[config.mk]
export PLATFORM = sky130hd
export DESIGN_NAME = kwm_ctrl
export DESIGN_NICKNAME = d
export VERILOG_FILES = /design/src/design/kwm_pkg.sv /design/src/design/kwm_ctrl.sv
export SDC_FILE = /design/constraint.sdc
export NUM_CORES = 1
export LEC_CHECK = 0
export BUFFER_PORTS_ARGS = -buffer_cell sky130_fd_sc_hd__clkbuf_2
export CORE_AREA = 2 2 39 41
export CTS_CLUSTER_DIAMETER = 60
export DETAILED_ROUTE_END_ITERATION = 8
export DIE_AREA = 0 0 41 43
export SYNTH_ARGS = -nofsm -noshare
export SYNTH_HDL_FRONTEND = slang
export SYNTH_SLANG_ARGS = --single-unit
[constraint.sdc]
create_clock -name i_clk -period 1.4 [get_ports i_clk]
set_input_delay 0.07 -clock i_clk [delete_from_list [all_inputs] [get_ports i_clk]]
set_output_delay 0.07 -clock i_clk [all_outputs]
set_load 0.01 [all_outputs]
[src/design/kwm_pkg.sv]
// shared types, constants and codes of the k-way merge unit
package kwm_pkg;

    localparam int NUM_LISTS_DEF  = 8;
    localparam int LIST_DEPTH_DEF = 64;
    localparam int VALUE_W        = 32;
    localparam int LIST_W         = 3;
    localparam int STATUS_W       = 2;

    localparam logic OP_PUSH = 1'b0;
    localparam logic OP_POP  = 1'b1;

    localparam logic [STATUS_W-1:0] ST_OK    = 2'd0;
    localparam logic [STATUS_W-1:0] ST_EMPTY = 2'd1;
    localparam logic [STATUS_W-1:0] ST_FULL  = 2'd2;

    typedef enum logic [2:0] {
        S_IDLE,
        S_PUSH,
        S_SCAN,
        S_PICK,
        S_LOAD,
        S_FIN
    } t_state;

    typedef struct packed {
        logic load;
        logic push_exec;
        logic scan_clear;
        logic scan_step;
        logic pick;
        logic head_load;
        logic out_load;
    } t_cmd;

    typedef struct packed {
        logic scan_last;
        logic refill;
    } t_sts;

endpackage

[src/design/kwm_ctrl.sv]
// controller state machine of the k-way merge unit
module kwm_ctrl (
    input  logic          i_clk,
    input  logic          i_rst_n,
    input  logic          i_valid,
    output logic          o_ready,
    input  logic          i_op,
    output logic          o_valid,
    input  logic          i_ready,
    output kwm_pkg::t_cmd o_cmd,
    input  kwm_pkg::t_sts i_sts
);
    import kwm_pkg::*;

    t_state r_state;
    t_state n_state;
    logic   r_o_valid;
    logic   n_o_valid;

    always_ff @(posedge i_clk) begin
        if (!i_rst_n) begin
            r_state   <= S_IDLE;
            r_o_valid <= 1'b0;
        end else begin
            r_state   <= n_state;
            r_o_valid <= n_o_valid;
        end
    end

    always_comb begin
        n_state = r_state;
        unique case (r_state)
            S_IDLE: begin
                if (i_valid) begin
                    n_state = (i_op == OP_PUSH) ? S_PUSH : S_SCAN;
                end
            end
            S_PUSH: n_state = S_FIN;
            S_SCAN: begin
                if (i_sts.scan_last) begin
                    n_state = S_PICK;
                end
            end
            S_PICK: n_state = i_sts.refill ? S_LOAD : S_FIN;
            S_LOAD: n_state = S_FIN;
            S_FIN: begin
                if (!r_o_valid || i_ready) begin
                    n_state = S_IDLE;
                end
            end
            default: n_state = S_IDLE;
        endcase
    end

    always_comb begin
        o_cmd = '0;
        unique case (r_state)
            S_IDLE: begin
                o_cmd.load       = i_valid;
                o_cmd.scan_clear = i_valid;
            end
            S_PUSH: o_cmd.push_exec = 1'b1;
            S_SCAN: o_cmd.scan_step = 1'b1;
            S_PICK: o_cmd.pick      = 1'b1;
            S_LOAD: o_cmd.head_load = 1'b1;
            S_FIN:  o_cmd.out_load  = !r_o_valid || i_ready;
            default: o_cmd = '0;
        endcase
    end

    always_comb begin
        n_o_valid = r_o_valid;
        if (r_o_valid && i_ready) begin
            n_o_valid = 1'b0;
        end
        if (o_cmd.out_load) begin
            n_o_valid = 1'b1;
        end
    end

    assign o_ready = (r_state == S_IDLE);
    assign o_valid = r_o_valid;

endmodule

# After elaboration in Yosys (flattened, before gate mapping)

Cells that the tools add are included.

Bits in registers: 4
Input port bits: 7
Output and inout port bits: 9
Word-level logic and storage cells: 31

Equality and inequality tests: 8
Muxes and demuxes: 14
Reduce and logical (&&, ||, !) cells: 7

Operator list:

| kind                 | count |
|---|---|
| $pmux W3 S5          | 1 |
| $mux W1              | 9 |
| $mux W3              | 3 |
| $eq A3 B2 Y1 const B | 2 |
| $eq A3 B3 Y1 const B | 2 |
| $ne A2 B2 Y1 const B | 3 |
| $eq A3 B1 Y1 const B | 1 |
| $logic_not A3 Y1     | 1 |
| $reduce_and A3 Y1    | 1 |
| $mux W2              | 1 |
| $reduce_bool A2 Y1   | 1 |
| $reduce_or A2 Y1     | 1 |
| $logic_and A1 B1 Y1  | 1 |
| $logic_not A1 Y1     | 1 |
| $logic_or A1 B1 Y1   | 1 |

# Depth between registers and ports, before layout

Depth in word-level cells: 4
Depth in mapped cells: 5
Gate-level depth less buffers: 4

# Worst setup path after synthesis

Ideal clock, no wire load.

Kind: reg-to-output
Start point: reg r_state[1]
End point: out o_cmd[6] (netlist name)
Data arrival time: 1.205 ns
Data required time: 1.330 ns
Setup slack: 0.125 ns
Cell stages (with the launch flop): 5
Path buffers: 2
Cells stage by stage: dfxtp_1 > clkbuf_1 > nor3_1 > and2_1 > buf_4

RTL lines:

| element                | line           | RTL |
|---|---|---|
| from (decl)            | kwm_ctrl.sv:15 | `t_state r_state;` |
| from (signal assigned) | kwm_ctrl.sv:25 | `r_state <= n_state;` |
| to (decl)              | kwm_ctrl.sv:10 | `output kwm_pkg::t_cmd o_cmd,` |

==> results.yml <==
outcome:
  status: "complete, no violations"
synth:
  synth_top_cell_by_area: "dfxtp_1"
  synth.top_cell.area_share: 0.303
  synth_area_leaders: "dfxtp_1 (30%), a21oi_1 (7.6%), nand2b_1 (7.1%)"
  yosys_register_bits: 4
  yosysUniqueCellTypes: 20
  yosysWarnings: 0
  synthCells: 37
  syn_area_um2: 264
  ys_seq_area_frac: 0.303
  syn_nets: 44
  avgSynthCellArea_um2: 7.14
critical_path:
  r2r-start: "r_state[2]$_SDFFE_PN0P_"
  arrival_ps: 1220
  crit_path_end_kind: "output port"
  startpoint_type: "flop"
  cp_max_fo: 11
  crit_path_start: "r_state[2]$_SDFFE_PN0P_"
  critPathKind: "reg2out"
  cp.required_ps: 1330
global_routing:
  grt_pass1_vias: 233
  grt_max_degree: 13
  grt.overflow.total: 0
  grt_pass1_wl_um: 966
  grt_usage: 0.0882
  antenna_found_initial: 0
die:
  die_area_um2: 1760
  die_w_um: 41
  core_um2: 1380
  die_y_um: 43
  initial_core_util: 0.191
  rows: 14
  pin_count: 16
sta:
  min_period_ps: 1290
  finalCritPeriodShare: 0.925
  max_slew.worst_pin.slew_ps: 204
  skew_ps: 12.5
  maxSlewViolCount: 0
  rsz0062_at_grt: "false"
  hold_viol: 0
  setup_viol: 0
  clock.fmax_ghz: 0.772
  relSlewSlack: 0.863
  fin_setup_tns_ps: 0
cts:
  clock-sinks: 4
  cts_tree: "done"
  cts_made_buffers: 3
  root_buffer: "clkbuf_4"
  ctsResizeCount: 0
  clkTransAtPathRegs_ps: 30
  clock_latency_ps: 240
  clk_path_buf_depth: 2
  htreeDepth: 1
  post_cts.repair.setup_buffers: 0
  cts_hold_buf: 0
drt:
  viasPerCell: 4.36
  routed-via-count: 301
  first_pass_iters: 3
  wl_per_cell_um: 9.96
  drt-total-wl_um: 687
  ant_nets: 0
  drc: 0
  dr.first_iter.drc_count: 1
hold_path:
  worstHoldStart: "i_rst_n"
  hold_path.class: "in2reg"
place:
  gp_congestion: 0.606
  hpwl_um: 501
  port_buffers: 15
  place_area_um2: 354
layout:
  n_fill_cell: 158
  drive_gt1_frac: 0.396
  n_antenna_cell: 0
  finalInstanceArea_um2: 377
  nNetsFinal: 62
  syn2layout_area_growth_pct: 42.7
power:
  design_power_total_mw: 0.600
  leakagePower_nw: 0.181
  peakVddDrop_mv: 0.376
  p_per_area_nw_per_um2: 1590
run:
  maxCapViolCount: 0
## worst max-delay path, stage by stage (launching register included)
cell	delay (ps)
dfxtp_1	300
buf_4	160
nor3_1	230
and2_1	170
clkbuf_2	130
## per-stage QoR
step	utilization	instances	setup slack (ps)	hold WS, ps
after global placement	0.256	66	195	338
after floorplan	-	37	125	208
after CTS	0.272	69	98.1	91.6
after detailed placement	0.256	66	156	337
after global routing	0.272	69	65.9	130
final	0.272	69	105	99.8
## cell type report
class                   count  area [um2]  area share
flip-flops and latches      4        80.1       0.213
clock buffers               3        22.5      0.0598
repair buffers             18        97.6       0.259
well taps                  16        20.0      0.0532
multi-input cells          27         153       0.405
inverters                   1        3.75     0.00997
## routing by layer
| metal | part of all wire | global-route usage | vias up | routed length, um |
|---|---|---|---|---|
| met5 | 0 | 0 | - | 0 |
| met4 | 0 | 0.0400 | 0 | 0 |
| met3 | 0.064 | 0.0942 | 0 | 44 |
| met1 | 0.51 | 0.112 | 133 | 348 |
| met2 | 0.43 | 0.0906 | 7 | 293 |
| li1 | - | - | 161 | - |
## cells in the final DEF (no fill, tap or decap)
| cell type | synthesis | layout |
|---|---|---|
| a21oi_1 | 4 | 4 |
| and2_1 | 1 | 1 |
| buf_4 | 2 | 3 |
| clkbuf_2 | 0 | 15 |
| clkbuf_4 | 0 | 3 |
| dfxtp_1 | 4 | 4 |
| inv_1 | 1 | 1 |
| nand2_1 | 2 | 2 |
| nand2b_1 | 3 | 3 |
| nand3_1 | 1 | 1 |
| nand3b_1 | 1 | 1 |
| nand4_1 | 1 | 1 |
| nor2_1 | 5 | 5 |
| nor3_1 | 1 | 1 |
| nor3b_1 | 2 | 2 |
| nor4_1 | 1 | 1 |
| o21ai_0 | 2 | 2 |
| o2bb2ai_1 | 1 | 1 |
| o31ai_1 | 1 | 1 |
| or4b_1 | 1 | 1 |
## kinds of logic (layout without fill, tap and decap cells)
group | count (synthesis) | after routing | synth area share
AND/OR/NAND/NOR | 19 | 19 | 0.403
AO/OA/AOI/OAI | 8 | 8 | 0.175
buffers and inverters | 6 | 22 | 0.118
flip-flops | 4 | 4 | 0.303
## path summary, 6_finish.rpt
path         slack [ps]                 endpoint  cells after the start
max reg2reg         170  r_state[0]$_SDFFE_PN0P_                      4
min                 100  r_state[2]$_SDFFE_PN0P_                      3
max                 110                 o_cmd[4]                      4
min reg2reg         560     o_valid$_SDFFE_PN0P_                      2
## Yosys cell counts (all sizes together)
master   instances
a21oi            4
o2bb2ai          1
nand3            1
nor4             1
or4b             1
nand4            1
nand2            2
inv              1
o21ai            2
and2             1
nor2             5
nor3b            2
buf              3
nand2b           3
nand3b           1
o31ai            1
dfxtp            4
clkbuf           2
nor3             1
## registers in the layout (all words and copies together), names as in the netlist
signal	cells
r_state	3
o_valid	1
## where the power goes
group          internal, mW  switching [mW]
sequential            0.140          0.0121
combinational         0.128           0.171
clock                0.0963          0.0537
total                 0.364           0.237
(Power assumes the default switching activity.)
